===== src/design/assert_macros.svh =====
// ----------------------------------------------------------------------------
// assert_macros.svh
// Assertion macros shared by the calendar clock modules. Each macro expects
// signals named clk and rst in the scope where it is used.
// ----------------------------------------------------------------------------
`ifndef ASSERT_MACROS_SVH
`define ASSERT_MACROS_SVH

// Checks a property on every rising clock edge outside of reset.
`define GCC_ASSERT(label, prop, msg) \
  label: assert property (@(posedge clk) disable iff (rst) prop) \
    else $error(msg);

// Checks that a condition implies a property, outside of reset.
`define GCC_ASSERT_IMP(label, cond, prop, msg) \
  label: assert property (@(posedge clk) disable iff (rst) (cond) |-> prop) \
    else $error(msg);

`endif


===== src/design/gcc_pkg.sv =====
// ----------------------------------------------------------------------------
// gcc_pkg
// Types, constants and calendar helper functions for the game calendar clock.
// ----------------------------------------------------------------------------
package gcc_pkg;

  // Default number of fraction bits for the time of day.
  localparam int FRACTION_BITS_DEFAULT = 8;

  // Datapath widths.
  localparam int LEN_W       = 26;
  localparam int CD_W        = 27;
  localparam int PERIOD_W    = 10;
  localparam int TIME_W      = 19;
  localparam int HM_W        = 11;
  localparam int CFG_INDEX_W = 3;
  localparam int CFG_DATA_W  = 26;

  // Rollover limits.
  localparam logic [5:0]  MINUTE_LAST      = 6'd59;
  localparam logic [4:0]  HOUR_LAST        = 5'd23;
  localparam logic [3:0]  MONTH_LAST       = 4'd12;
  localparam logic [13:0] YEAR_LAST        = 14'd9999;
  localparam logic [6:0]  MINUTES_PER_HOUR = 7'd60;

  // Divisibility by 25 through the modular inverse of 25 modulo 2^12.
  localparam logic [11:0] INV25      = 12'd3113;
  localparam logic [11:0] MULT25_MAX = 12'd163;

  // Operation codes.
  localparam logic OP_TICK  = 1'b0;
  localparam logic OP_START = 1'b1;

  // Configuration register indexes.
  typedef enum logic [CFG_INDEX_W-1:0] {
    REG_MINUTE_LENGTH  = 3'd0,
    REG_PRECISE_PERIOD = 3'd1,
    REG_START_YEAR     = 3'd2,
    REG_START_MONTH    = 3'd3,
    REG_START_DAY      = 3'd4,
    REG_START_HOUR     = 3'd5,
    REG_START_MINUTE   = 3'd6
  } cfg_reg_t;

  // Sequencer states of the top level.
  typedef enum logic [1:0] {
    ST_IDLE,
    ST_DIVIDE,
    ST_FINISH
  } state_t;

  // Input transaction.
  typedef struct packed {
    logic        operation;
    logic [19:0] delta_time_us;
  } in_item_t;

  // Output transaction.
  typedef struct packed {
    logic [5:0]  minute;
    logic [4:0]  hour;
    logic [4:0]  day_of_month;
    logic [3:0]  month;
    logic [13:0] year;
    logic [8:0]  day_of_year;
    logic [18:0] time_of_day;
    logic        precise_update;
    logic        hour_event;
    logic        day_event;
    logic        month_event;
    logic        year_event;
  } out_item_t;

  // Calendar state.
  typedef struct packed {
    logic [5:0]  minute;
    logic [4:0]  hour;
    logic [4:0]  day;
    logic [3:0]  month;
    logic [13:0] year;
    logic [8:0]  day_of_year;
  } date_t;

  // Calendar update requests.
  typedef struct packed {
    logic load;
    logic advance;
  } cal_ctrl_t;

  // Rollover pulses.
  typedef struct packed {
    logic hour;
    logic day;
    logic month;
    logic year;
  } cal_event_t;

  // True when x is a multiple of 25.
  function automatic logic is_mult25(input logic [11:0] x);
    logic [23:0] prod;
    prod = x * INV25;
    return prod[11:0] <= MULT25_MAX;
  endfunction

  // Gregorian leap rule, with the hundreds tested as multiples of 25 after
  // the low two or four bits are known to be zero.
  function automatic logic is_leap(input logic [13:0] year);
    logic by4;
    logic by16;
    by4  = year[1:0] == 2'b00;
    by16 = by4 && (year[3:2] == 2'b00);
    return by4 && (!is_mult25(year[13:2]) || (by16 && is_mult25({2'b00, year[13:4]})));
  endfunction

  // Days in a month; a month outside 1..12 counts as 31 days.
  function automatic logic [4:0] month_len(input logic [3:0] month, input logic leap);
    logic [4:0] days;
    unique case (month)
      4'd2:                   days = leap ? 5'd29 : 5'd28;
      4'd4, 4'd6, 4'd9, 4'd11: days = 5'd30;
      default:                days = 5'd31;
    endcase
    return days;
  endfunction

  // Days in the year before the first of a month. Months above 12 count the
  // whole year.
  function automatic logic [8:0] days_before(input logic [3:0] month, input logic leap);
    logic [8:0] base;
    unique case (month)
      4'd0, 4'd1: base = 9'd0;
      4'd2:       base = 9'd31;
      4'd3:       base = 9'd59;
      4'd4:       base = 9'd90;
      4'd5:       base = 9'd120;
      4'd6:       base = 9'd151;
      4'd7:       base = 9'd181;
      4'd8:       base = 9'd212;
      4'd9:       base = 9'd243;
      4'd10:      base = 9'd273;
      4'd11:      base = 9'd304;
      4'd12:      base = 9'd334;
      default:    base = 9'd365;
    endcase
    return base + ((leap && (month >= 4'd3)) ? 9'd1 : 9'd0);
  endfunction

endpackage


===== src/design/gcc_frac_div.sv =====
// ----------------------------------------------------------------------------
// gcc_frac_div
// Bit-serial restoring divider for the fraction of the current minute. It
// produces one quotient bit per cycle, most significant bit first.
// ----------------------------------------------------------------------------
`include "assert_macros.svh"

module gcc_frac_div #(
  parameter int FRACTION_BITS = gcc_pkg::FRACTION_BITS_DEFAULT
) (
  input  logic                       clk,
  input  logic                       rst,
  input  logic                       start,
  input  logic [gcc_pkg::LEN_W-1:0]  numerator,
  input  logic [gcc_pkg::LEN_W-1:0]  divisor,
  output logic                       busy,
  output logic [FRACTION_BITS-1:0]   quotient
);

  localparam int CNT_W = $clog2(FRACTION_BITS + 1);

  logic [CNT_W-1:0]          count;
  logic [gcc_pkg::LEN_W-1:0] remainder;
  logic [gcc_pkg::LEN_W-1:0] dvs;
  logic [gcc_pkg::LEN_W:0]   shifted;
  logic [gcc_pkg::LEN_W:0]   trial;
  logic                      fits;

  // One restoring step: the remainder stays below the divisor, so the
  // doubled value fits one extra bit and the sign of the trial decides.
  assign shifted = {remainder, 1'b0};
  assign trial   = shifted - {1'b0, dvs};
  assign fits    = !trial[gcc_pkg::LEN_W];
  assign busy    = count != '0;

  // Step counter.
  always_ff @(posedge clk) begin
    if (rst) begin
      count <= '0;
    end else if (start) begin
      count <= CNT_W'(FRACTION_BITS);
    end else if (busy) begin
      count <= count - CNT_W'(1);
    end
  end

  // Remainder and quotient shift register.
  always_ff @(posedge clk) begin
    if (start) begin
      remainder <= numerator;
      dvs       <= divisor;
    end else if (busy) begin
      remainder <= fits ? trial[gcc_pkg::LEN_W-1:0] : shifted[gcc_pkg::LEN_W-1:0];
      quotient  <= FRACTION_BITS'({quotient, fits});
    end
  end

  `GCC_ASSERT_IMP(a_div_no_restart, start, !busy, "divider started while busy")
  `GCC_ASSERT_IMP(a_div_steps, busy && !start, ##1 (count == $past(count) - CNT_W'(1)),
                  "divider step count did not decrement")

endmodule


===== src/design/gcc_calendar.sv =====
// ----------------------------------------------------------------------------
// gcc_calendar
// Holds the calendar and applies a load from the start date or a one-minute
// advance with minute, hour, day, month and year rollover.
// ----------------------------------------------------------------------------
module gcc_calendar (
  input  logic                clk,
  input  logic                rst,
  input  gcc_pkg::cal_ctrl_t  ctrl,
  input  logic [13:0]         start_year,
  input  logic [3:0]          start_month,
  input  logic [4:0]          start_day,
  input  logic [4:0]          start_hour,
  input  logic [5:0]          start_minute,
  output gcc_pkg::date_t      date,
  output gcc_pkg::date_t      date_next,
  output gcc_pkg::cal_event_t events
);

  localparam gcc_pkg::date_t DATE_RESET = '{
    minute:      6'd0,
    hour:        5'd0,
    day:         5'd1,
    month:       4'd1,
    year:        14'd2000,
    day_of_year: 9'd1
  };

  gcc_pkg::date_t      date_load;
  gcc_pkg::date_t      date_adv;
  gcc_pkg::cal_event_t adv_events;
  logic [5:0]          minute_inc;
  logic [4:0]          hour_inc;
  logic [4:0]          day_inc;
  logic [3:0]          month_inc;
  logic [14:0]         year_inc;
  logic [8:0]          doy_inc;
  logic                leap_cur;
  logic                leap_start;

  assign leap_cur   = gcc_pkg::is_leap(date.year);
  assign leap_start = gcc_pkg::is_leap(start_year);
  assign minute_inc = date.minute + 6'd1;
  assign hour_inc   = date.hour + 5'd1;
  assign day_inc    = date.day + 5'd1;
  assign month_inc  = date.month + 4'd1;
  assign year_inc   = {1'b0, date.year} + 15'd1;
  assign doy_inc    = date.day_of_year + 9'd1;

  // Start date with its day of year from the cumulative month table.
  always_comb begin
    date_load.minute      = start_minute;
    date_load.hour        = start_hour;
    date_load.day         = start_day;
    date_load.month       = start_month;
    date_load.year        = start_year;
    date_load.day_of_year = gcc_pkg::days_before(start_month, leap_start) + 9'(start_day);
  end

  // One-minute advance; each unit rolls over when it passes its limit.
  always_comb begin
    date_adv   = date;
    adv_events = '0;
    if (minute_inc > gcc_pkg::MINUTE_LAST) begin
      date_adv.minute = '0;
      adv_events.hour = 1'b1;
      if (hour_inc > gcc_pkg::HOUR_LAST) begin
        date_adv.hour        = '0;
        adv_events.day       = 1'b1;
        date_adv.day_of_year = doy_inc;
        if (day_inc > gcc_pkg::month_len(date.month, leap_cur)) begin
          date_adv.day     = 5'd1;
          adv_events.month = 1'b1;
          if (month_inc > gcc_pkg::MONTH_LAST) begin
            date_adv.month       = 4'd1;
            adv_events.year      = 1'b1;
            date_adv.day_of_year = 9'd1;
            date_adv.year        = (year_inc > {1'b0, gcc_pkg::YEAR_LAST}) ?
                                   '0 : year_inc[13:0];
          end else begin
            date_adv.month = month_inc;
          end
        end else begin
          date_adv.day = day_inc;
        end
      end else begin
        date_adv.hour = hour_inc;
      end
    end else begin
      date_adv.minute = minute_inc;
    end
  end

  // Select the update for this cycle.
  always_comb begin
    priority if (ctrl.load) begin
      date_next = date_load;
      events    = '0;
    end else if (ctrl.advance) begin
      date_next = date_adv;
      events    = adv_events;
    end else begin
      date_next = date;
      events    = '0;
    end
  end

  // Calendar register.
  always_ff @(posedge clk) begin
    if (rst) begin
      date <= DATE_RESET;
    end else begin
      date <= date_next;
    end
  end

endmodule


===== src/design/game_calendar_clock_unit.sv =====
// ----------------------------------------------------------------------------
// game_calendar_clock_unit
// Scaled calendar clock with a countdown per game minute and a held time of
// day refreshed every few ticks.
// ----------------------------------------------------------------------------
// The block takes one transaction at a time and returns exactly one result
// for each. A start transaction, or a tick whose minute fraction is settled
// without a division, goes from the idle state to the finish state, where its
// result is written to the output register once the output is free. A tick
// that refreshes the time of day while the minute countdown lies strictly
// between zero and the minute length first passes through the divide state,
// where the bit-serial divider forms the minute fraction one quotient bit per
// cycle. A result that is still waiting at the output delays only the
// completion of the following transaction; the next input is accepted as
// soon as the sequencer is back in its idle state. Configuration is written
// through a plain write port and takes effect for the next transaction if
// the user writes it between transactions; the block itself does not
// enforce this.
`include "assert_macros.svh"

module game_calendar_clock_unit #(
  parameter int FRACTION_BITS = gcc_pkg::FRACTION_BITS_DEFAULT
) (
  input  logic                              clk,
  input  logic                              rst,
  input  logic                              in_valid,
  output logic                              in_stall,
  input  gcc_pkg::in_item_t                 in_data,
  output logic                              out_valid,
  input  logic                              out_stall,
  output gcc_pkg::out_item_t                out_data,
  input  logic                              cfg_write_enable,
  input  logic [gcc_pkg::CFG_INDEX_W-1:0]   cfg_index,
  input  logic [gcc_pkg::CFG_DATA_W-1:0]    cfg_data
);

  localparam int FRAC_W = FRACTION_BITS + 1;
  localparam int SUM_W  = (gcc_pkg::HM_W + FRAC_W > gcc_pkg::TIME_W) ?
                          gcc_pkg::HM_W + FRAC_W : gcc_pkg::TIME_W;
  localparam logic [FRAC_W-1:0] FRAC_ONE = {1'b1, {FRACTION_BITS{1'b0}}};
  localparam logic [gcc_pkg::CD_W-1:0] CD_MAX = {1'b0, {(gcc_pkg::CD_W-1){1'b1}}};
  localparam logic [gcc_pkg::CD_W-1:0] CD_MIN = {1'b1, {(gcc_pkg::CD_W-1){1'b0}}};

  // Saturate a countdown value that has one guard bit.
  function automatic logic [gcc_pkg::CD_W-1:0] sat_cd(input logic [gcc_pkg::CD_W:0] v);
    logic [gcc_pkg::CD_W-1:0] r;
    if (v[gcc_pkg::CD_W] != v[gcc_pkg::CD_W-1]) begin
      r = v[gcc_pkg::CD_W] ? CD_MIN : CD_MAX;
    end else begin
      r = v[gcc_pkg::CD_W-1:0];
    end
    return r;
  endfunction

  // Configuration registers.
  logic [gcc_pkg::LEN_W-1:0]    minute_length;
  logic [gcc_pkg::PERIOD_W-1:0] precise_period;
  logic [13:0]                  start_year;
  logic [3:0]                   start_month;
  logic [4:0]                   start_day;
  logic [4:0]                   start_hour;
  logic [5:0]                   start_minute;

  // Clock state.
  logic [gcc_pkg::CD_W-1:0]     countdown;
  logic [gcc_pkg::PERIOD_W-1:0] tick_count;
  logic [gcc_pkg::TIME_W-1:0]   held_time;
  gcc_pkg::state_t              state;
  gcc_pkg::state_t              state_next;

  // Per-transaction registers.
  logic                         op_reg;
  logic                         refresh_reg;
  logic                         use_div;
  logic [FRAC_W-1:0]            frac_reg;

  // Control and datapath signals.
  logic                         accept;
  logic                         apply;
  logic                         out_free;
  logic                         is_tick;
  logic                         div_start;
  logic                         div_busy;
  logic [FRACTION_BITS-1:0]     div_quotient;
  logic [gcc_pkg::PERIOD_W-1:0] tick_inc;
  logic                         refresh;
  logic                         cd_nonpos;
  logic                         cd_ge_len;
  logic                         len_zero;
  logic                         need_div;
  logic [FRAC_W-1:0]            frac_direct;
  logic [FRAC_W-1:0]            frac_used;
  logic [gcc_pkg::LEN_W-1:0]    div_numerator;
  logic [gcc_pkg::CD_W:0]       cd_diff;
  logic [gcc_pkg::CD_W:0]       cd_refill;
  logic [gcc_pkg::HM_W-1:0]     hour_minutes;
  logic [SUM_W-1:0]             time_sum;
  logic [gcc_pkg::TIME_W-1:0]   held_next;
  gcc_pkg::cal_ctrl_t           cal_ctrl;
  gcc_pkg::date_t               date;
  gcc_pkg::date_t               date_next;
  gcc_pkg::cal_event_t          events;

  // Handshake.
  assign accept   = in_valid && !in_stall;
  assign out_free = !out_valid || !out_stall;
  assign is_tick  = in_data.operation == gcc_pkg::OP_TICK;

  // Tick counter toward the refresh period.
  assign tick_inc = tick_count + gcc_pkg::PERIOD_W'(1);
  assign refresh  = tick_inc == precise_period;

  // Minute fraction: the special cases are settled at once, the rest goes
  // through the divider.
  assign len_zero      = minute_length == '0;
  assign cd_nonpos     = countdown[gcc_pkg::CD_W-1] || (countdown == '0);
  assign cd_ge_len     = !countdown[gcc_pkg::CD_W-1] &&
                         (countdown[gcc_pkg::LEN_W-1:0] >= minute_length);
  assign need_div      = !len_zero && !cd_nonpos && !cd_ge_len;
  assign frac_direct   = (!len_zero && cd_nonpos) ? FRAC_ONE : '0;
  assign div_numerator = minute_length - countdown[gcc_pkg::LEN_W-1:0];
  assign frac_used     = use_div ? {1'b0, div_quotient} : frac_reg;

  // Countdown arithmetic with one guard bit.
  assign cd_diff   = {countdown[gcc_pkg::CD_W-1], countdown} -
                     (gcc_pkg::CD_W+1)'(in_data.delta_time_us);
  assign cd_refill = {countdown[gcc_pkg::CD_W-1], countdown} +
                     (gcc_pkg::CD_W+1)'(minute_length);

  // Held time of day from the calendar before this minute's advance.
  assign hour_minutes = gcc_pkg::HM_W'(date.hour) * gcc_pkg::HM_W'(gcc_pkg::MINUTES_PER_HOUR) +
                        gcc_pkg::HM_W'(date.minute);
  assign time_sum     = (SUM_W'(hour_minutes) << FRACTION_BITS) + SUM_W'(frac_used);
  assign held_next    = time_sum[gcc_pkg::TIME_W-1:0];

  // Calendar requests on the completion cycle.
  assign cal_ctrl.load    = apply && (op_reg == gcc_pkg::OP_START);
  assign cal_ctrl.advance = apply && (op_reg == gcc_pkg::OP_TICK) && cd_nonpos;

  // Sequencer next state.
  always_comb begin
    state_next = state;
    unique case (state)
      gcc_pkg::ST_IDLE: begin
        if (accept) begin
          state_next = (is_tick && refresh && need_div) ? gcc_pkg::ST_DIVIDE :
                                                          gcc_pkg::ST_FINISH;
        end
      end
      gcc_pkg::ST_DIVIDE: begin
        if (!div_busy) begin
          state_next = gcc_pkg::ST_FINISH;
        end
      end
      gcc_pkg::ST_FINISH: begin
        if (out_free) begin
          state_next = gcc_pkg::ST_IDLE;
        end
      end
      default: state_next = gcc_pkg::ST_IDLE;
    endcase
  end

  // Sequencer outputs.
  always_comb begin
    in_stall  = state != gcc_pkg::ST_IDLE;
    apply     = (state == gcc_pkg::ST_FINISH) && out_free;
    div_start = (state == gcc_pkg::ST_IDLE) && accept && is_tick && refresh && need_div;
  end

  // Configuration, clock state and output valid.
  always_ff @(posedge clk) begin
    if (rst) begin
      minute_length  <= gcc_pkg::LEN_W'(2500000);
      precise_period <= gcc_pkg::PERIOD_W'(10);
      start_year     <= 14'd2000;
      start_month    <= 4'd1;
      start_day      <= 5'd1;
      start_hour     <= 5'd0;
      start_minute   <= 6'd0;
      countdown      <= '0;
      tick_count     <= '0;
      held_time      <= '0;
      state          <= gcc_pkg::ST_IDLE;
      out_valid      <= 1'b0;
    end else begin
      state <= state_next;

      if (cfg_write_enable) begin
        unique case (gcc_pkg::cfg_reg_t'(cfg_index))
          gcc_pkg::REG_MINUTE_LENGTH:  minute_length  <= cfg_data[gcc_pkg::LEN_W-1:0];
          gcc_pkg::REG_PRECISE_PERIOD: precise_period <= cfg_data[gcc_pkg::PERIOD_W-1:0];
          gcc_pkg::REG_START_YEAR:     start_year     <= cfg_data[13:0];
          gcc_pkg::REG_START_MONTH:    start_month    <= cfg_data[3:0];
          gcc_pkg::REG_START_DAY:      start_day      <= cfg_data[4:0];
          gcc_pkg::REG_START_HOUR:     start_hour     <= cfg_data[4:0];
          gcc_pkg::REG_START_MINUTE:   start_minute   <= cfg_data[5:0];
          default: begin
          end
        endcase
      end

      // Acceptance: a start reloads the countdown, a tick counts and
      // subtracts the elapsed time.
      if (accept) begin
        if (is_tick) begin
          countdown  <= sat_cd(cd_diff);
          tick_count <= refresh ? '0 : tick_inc;
        end else begin
          countdown <= gcc_pkg::CD_W'(minute_length);
        end
      end

      // Completion: refill the countdown when a minute has run out and store the refreshed time of day.
      if (apply) begin
        if (cal_ctrl.advance) begin
          countdown <= sat_cd(cd_refill);
        end
        if (refresh_reg) begin
          held_time <= held_next;
        end
      end

      if (apply) begin
        out_valid <= 1'b1;
      end else if (out_valid && !out_stall) begin
        out_valid <= 1'b0;
      end
    end
  end

  // Per-transaction payload and output register.
  always_ff @(posedge clk) begin
    if (accept) begin
      op_reg      <= in_data.operation;
      refresh_reg <= is_tick && refresh;
      use_div     <= need_div;
      frac_reg    <= frac_direct;
    end
    if (apply) begin
      out_data.minute         <= date_next.minute;
      out_data.hour           <= date_next.hour;
      out_data.day_of_month   <= date_next.day;
      out_data.month          <= date_next.month;
      out_data.year           <= date_next.year;
      out_data.day_of_year    <= date_next.day_of_year;
      out_data.time_of_day    <= refresh_reg ? held_next : held_time;
      out_data.precise_update <= refresh_reg;
      out_data.hour_event     <= events.hour;
      out_data.day_event      <= events.day;
      out_data.month_event    <= events.month;
      out_data.year_event     <= events.year;
    end
  end

  // Minute fraction divider.
  gcc_frac_div #(
    .FRACTION_BITS (FRACTION_BITS)
  ) u_frac_div (
    .clk       (clk),
    .rst       (rst),
    .start     (div_start),
    .numerator (div_numerator),
    .divisor   (minute_length),
    .busy      (div_busy),
    .quotient  (div_quotient)
  );

  // Calendar.
  gcc_calendar u_calendar (
    .clk          (clk),
    .rst          (rst),
    .ctrl         (cal_ctrl),
    .start_year   (start_year),
    .start_month  (start_month),
    .start_day    (start_day),
    .start_hour   (start_hour),
    .start_minute (start_minute),
    .date         (date),
    .date_next    (date_next),
    .events       (events)
  );

  `GCC_ASSERT_IMP(a_div_in_divide, div_busy, state == gcc_pkg::ST_DIVIDE,
                  "divider busy outside the divide state")
  `GCC_ASSERT_IMP(a_event_chain, out_valid && out_data.year_event,
                  out_data.month_event && out_data.day_event && out_data.hour_event,
                  "year rollover without the lower rollovers")
  `GCC_ASSERT_IMP(a_start_quiet, apply && (op_reg == gcc_pkg::OP_START),
                  ##1 (!out_data.precise_update && !out_data.hour_event),
                  "start transaction produced a pulse flag")

endmodule


===== config.mk =====
export PLATFORM = sky130hd
export DESIGN_NAME = game_calendar_clock_unit
export DESIGN_NICKNAME = d
export VERILOG_FILES = /design/src/design/gcc_pkg.sv /design/src/design/gcc_frac_div.sv /design/src/design/gcc_calendar.sv /design/src/design/game_calendar_clock_unit.sv
export VERILOG_INCLUDE_DIRS = /design/src /design/src/design
export SDC_FILE = /design/constraint.sdc
export NUM_CORES = 1
export LEC_CHECK = 0
export ABC_AREA = 1
export BUFFER_PORTS_ARGS = -buffer_cell sky130_fd_sc_hd__buf_4
export CAP_MARGIN = 0
export CORE_MARGIN = 5
export CORE_UTILIZATION = 63
export DETAILED_ROUTE_END_ITERATION = 6
export GPL_ROUTABILITY_DRIVEN = 0
export PLACE_DENSITY_LB_ADDON = 0.1
export SYNTH_ARGS = -nofsm -noshare
export SYNTH_HDL_FRONTEND = slang
export SYNTH_SLANG_ARGS = --single-unit

===== constraint.sdc =====
create_clock -name clk -period 5.7 [get_ports clk]
set_input_delay 0.57 -clock clk [delete_from_list [all_inputs] [get_ports clk]]
set_output_delay 0.57 -clock clk [all_outputs]
set_load 0.01 [all_outputs]

After elaboration in Yosys (flattened, before gate mapping) --
Memory sizes are Yosys's and may differ from the RTL's. A register that Yosys moved wholly into a read port is not among the register bits. Index checks and enable logic that the tools add are counted.
Cells by class: add/subtract/negate cells 16, multipliers 5, divide/modulo/power cells 0, $lt $le $gt $ge 11, equal/unequal tests 19, shift operators 0, mux-type cells 46, bitwise logic cells 7, reduce and logical (&&, ||, !) cells 65
Operators with widths (count):
- 27-bit 2-to-1 mux | 9
- 43-bit 2-to-1 mux | 2
- 26-bit 2-to-1 mux | 3
- 12-bit by 8-bit <= comparator with 1-bit output, second input constant | 4
- 37-bit 2-to-1 mux | 1
- 32-bit 2-to-1 mux | 1
- 27-bit by 27-bit adder with 28-bit output | 1
- 27-bit by 21-bit subtractor with 28-bit output | 1
- 27-bit logical NOT | 1
- 27-bit by 26-bit subtractor with 27-bit output | 1
- 26-bit >= comparator | 1
- 26-bit logical NOT | 1
- 26-bit subtractor | 1
- 10-bit by 12-bit multiplier with 12-bit output, second input constant | 2
- 12-bit by 11-bit multiplier with 12-bit output, second input constant | 2
- 4-bit 2-to-1 mux | 6
- 1-bit logical AND | 23
- 23-bit 2-to-1 mux | 1
- 5-bit 2-to-1 mux | 4
- 19-bit by 9-bit adder with 19-bit output | 1
- 19-bit 2-to-1 mux | 1
- 9-bit 2-to-1 mux | 2
- 2-bit AND reduction | 9
- 14-bit by 1-bit adder with 15-bit output, second input constant | 1
- 47 further kinds | 90
Storage, ports and cells: register bits after elaboration 315, bits in latches 0, memory bits (writable) 0, ROM bits 144, input bits 55, output and inout bits 69, memories kept 1
Memories:
- (no name shown) | depth 16, bits a word 9, rd ports 1, clocked after Yosys merged registers in 1, write ports 0, RTL line gcc_pkg.sv:130 | unique case (month)

Longest topological paths before layout --
word-level depth 15, gate-level depth with buffers 32, gate-level depth less buffers 32

Hierarchy --
Synthesis repeated with hierarchy kept, for this count alone.
Unflattened totals: cell total of the unflattened synthesis 3736, area total of the unflattened synthesis 26116.3 sq um
By module, submodules not included:
- game_calendar_clock_unit | times used 1, cells each 2137, area each 14697.8 sq um, seq. area each 4714.5 sq um
- gcc_calendar | times used 1, cells each 932, area each 6607.6 sq um, seq. area each 860.8 sq um
- gcc_frac_div | times used 1, cells each 667, area each 4810.9 sq um, seq. area each 1881.8 sq um

Worst setup path before layout --
OpenSTA, ideal clock, no wires.
path kind register to register, start reg start_year[10], end reg out_data[32] (netlist bit), data pin, setup time 262 ps, data arrival time 4818 ps, data required time 5438 ps, setup slack 620 ps, cell stages (with the launch flop) 28, period minus slack after synthesis 5080 ps, cell sequence dfxtp_1 -> ha_1 -> ha_1 -> inv_1 -> fa_1 -> inv_1 -> ha_1 -> fa_1 -> ha_1 -> inv_1 -> nor4_1 -> a21oi_1 -> xor2_1 -> nand2_1 -> nand2_1 -> nand2_1 -> fa_1 -> fa_1 -> inv_1 -> a21oi_1 -> o21ai_0 -> nand2_1 -> a21oi_1 -> nand2_1 -> nor2_1 -> a21oi_1 -> o21ai_0 -> nand2_1
RTL lines:
- from (decl) | RTL line game_calendar_clock_unit.sv:58 | logic [13:0] start_year;
- from (signal assigned) | RTL line game_calendar_clock_unit.sv:193 | gcc_pkg::REG_START_YEAR: start_year <= cfg_data[13:0];
- to (decl) | RTL line game_calendar_clock_unit.sv:31 | output gcc_pkg::out_item_t out_data,

==> results.py <==
metrics = {
    "status": {
        "run_status": "finished clean",
    },
    "critical_path": {
        "critPathSlowestCell": "fa_1",
        "cp.arrival_ps": 5750,
        "critPathRequiredTime_ps": 5990,
        "crit_type": "flip-flop to flip-flop",
        "endpoint_kind": "flip-flop",
        "cpMostUsedCell": "nand2_1",
        "cp_max_fo": 8,
        "slowest_delay_ps": 490,
        "startpoint_type": "flip-flop",
    },
    "floorplanning": {
        "initial_core_util_pct": 63.5,
        "die_w_um": 210,
        "io_pins": 124,
        "die-area_um2": 43900,
        "die_h_um": 210,
        "rows": 73,
        "coreArea_um2": 39500,
    },
    "routing": {
        "wl_per_cell_um": 17.4,
        "ant_nets": 0,
        "post-route-drc-count": 0,
        "initialDrtViolationCount": 1941,
        "via_per_inst": 5.78,
        "via_count": 24200,
        "finalWirelength_um": 72900,
        "dr.pass1.iters": 7,
    },
    "cts": {
        "cts-hold-fix-buffers": 0,
        "cts_setup_buffers": 0,
        "cts-buffers-inserted": 35,
        "cts_max_level": 2,
        "cts_tree": "built",
        "cts_root_buffer": "clkbuf_16",
        "clk_pin_slew_ps": 70,
        "clock_latency_ps": 540,
        "cts_resized": 0,
        "clockBufferDepth": 3,
        "clock-sinks": 316,
    },
    "sta": {
        "worst_slack_ps": 235,
        "finalMaxSlewViolations": 0,
        "worstMarginPinSlew_ps": 1150,
        "hold_viol_final": 0,
        "finClkSkew_ps": 13.9,
        "timing.fmax_ghz": 0.183,
        "grt_setup_unrepaired": "true",
        "report.final.setup_viol": 0,
        "hold_ws_ps": 265,
        "period_needed_ps": 5470,
        "slew_headroom_pct": 23.1,
        "fin_crit_sh_pct": 95.9,
    },
    "synth": {
        "synth_area_per_cell_um2": 7.09,
        "syn_area_um2": 25100,
        "ys_types": 60,
        "synth_fp_nets": 3883,
        "yosysWarnings": 0,
        "ys_seq_area_share_pct": 30.4,
        "synth_cells": 3540,
        "synth_seq_cells": 316,
    },
    "cells_and_area": {
        "reg_top3": "out_data: 67 flops, u_calendar.date: 43 flops, countdown: 27 flops",
        "antenna_cells": 0,
        "largest_reg_flops": 67,
        "n_fill_cell": 3262,
        "fin_nets": 3978,
        "final_cells": 4187,
        "layout-drive-gt1-share_pct": 7.05,
        "areaGrowthSynthToFinish_pct": 9.99,
        "regMostFlops": "out_data",
    },
    "grt": {
        "grt_usage_pct": 32.2,
        "grt_pass1_wl_um": 117000,
        "grt_pass1_vias": 23000,
        "grt_max_degree": 73,
        "antenna_found_initial": 1,
        "grt_overflow": 0,
    },
    "placement": {
        "place_ws_ps": 166,
        "hpwlAfterDp_um": 56100,
        "dp.cells": 4123,
        "numPortBuffers": 123,
    },
    "pwr": {
        "p_leak_nw": 13.5,
        "ir_drop_v": 0.000226,
        "power_density_nw_per_um2": 317,
    },
    "hold_path": {
        "hold_class": "input pin to flip-flop",
    },
    "flow_run": {
        "cap_violations": 0,
    },
}
-- critical path: cells and delay by family, from the launching register on --
kind / cells / cell delay, ps
adders and majority gates: 6 / 2160
DFF: 1 / 390
buffers and inverters: 4 / 330
and+or+nand+nor: 13 / 1550
AOI/OAI and AO/OA: 5 / 600
xor gates and xnor gates: 1 / 150
-- final timing paths --
kind                        from                 to  slack, ps  depth (start not counted)
max          u_calendar.date[21]       out_data[30]        230                         29
min                 cfg_data[25]  minute_length[25]        260                          3
max reg2reg  u_calendar.date[21]       out_data[30]        230                         29
min reg2reg         held_time[9]       held_time[9]        450                          2
-- cell families after synthesis --
kind of cell,count (synthesis),share of synthesized area [%]
AO/OA/AOI/OAI,605,13.3
AND/OR/NAND/NOR,1590,26.6
XOR/XNOR,148,5.16
flip-flops,316,30.4
adder cells (fa/ha/maj),288,15.4
buffers and inverters,593,9.17
-- cells in the final DEF (no fill, tap or decap), types with 8 or more instances in the layout --
master and n:
o21bai_1 20, nor2_4 8, xor2_1 111, fa_1 34, o21ai_0 187, nand2_1 911, nand3_1 169, o211ai_1 25
nor2_1 337, clkbuf_16 36, xnor2_1 37, nor2_2 8, clkinv_2 8, a21oi_1 297, nand3b_1 17, a21o_1 12
and2_1 9, a211oi_1 15, nor3_1 39, dfxtp_1 185, inv_1 496, nand4_1 57, buf_4 147, edfxtp_1 131
ha_1 254
-- cell type report --
cell class              instances  area [µm²]  area share (%)
clock buffers                  42         923            3.34
clock inverters                22         209           0.757
inverters                     504        1890            6.86
multi-input cells            2631       15200            55.0
flip-flops and latches        316        7640            27.7
well taps                     525         657            2.38
repair buffers                147        1100            4.00
-- cell usage after synthesis (all sizes together) --
cell,number,area [µm²]
nand2,920,3480
inv,502,1880
nor2,353,1400
a21oi,302,1530
ha,254,3180
o21ai,196,985
dfxtp,185,3700
nand3,174,903
edfxtp,131,3930
xor2,111,972
nand4,59,382
clkbuf,45,171
buf,44,236
nor3,42,225
xnor2,37,324
fa,34,681
o211ai,25,188
o21bai,20,150
nand3b,17,128
a211oi,15,113
a21o,12,90.1
or2,10,62.6
and2,9,56.3
o31ai,6,50.1
a21boi,5,48.8
a22oi,5,37.5
nor4,5,31.3
o21a,5,37.5
o22ai,5,31.3
a31oi,4,25.0
clkinv,2,8.75
a221oi,1,8.76
a22o,1,8.76
a31o,1,8.76
nor3b,1,7.51
o2111a,1,11.3
o221ai,1,8.76
-- per-layer routing --
metal	vias to the layer above	wire length, µm	GRT usage (%)
met1	11000	28800	40.8
met3	257	5740	4.54
met2	1177	34300	54.4
met4	2	4080	15.2
li1	11700	-	-
met5	-	14	0
-- report_power, final --
part           switching [mW]  leakage, nW  internal (mW)
clock network           0.984        0.549           1.27
registers               0.202         2.74           2.75
logic                    2.31         10.3           1.24
total                    3.50         13.5           5.26
-- stage by stage --
| step | setup TNS (ps) | total power [mW] | util, % | cell area, µm² |
|---|---|---|---|---|
| 2_1_floorplan | 0 | 5.56 | - | 25100 |
| 3_3_place_gp | 0 | 6.32 | 66.9 | 26500 |
| 3_5_place_dp | 0 | 6.45 | 66.9 | 26500 |
| 4_1_cts | 0 | 8.71 | 69.8 | 27600 |
| 5_1_grt | -67.1 | 9.34 | 69.8 | 27600 |
| 6_report | 0 | 8.76 | 69.8 | 27600 |
No activity file was read; power rests on OpenSTA's default activity.
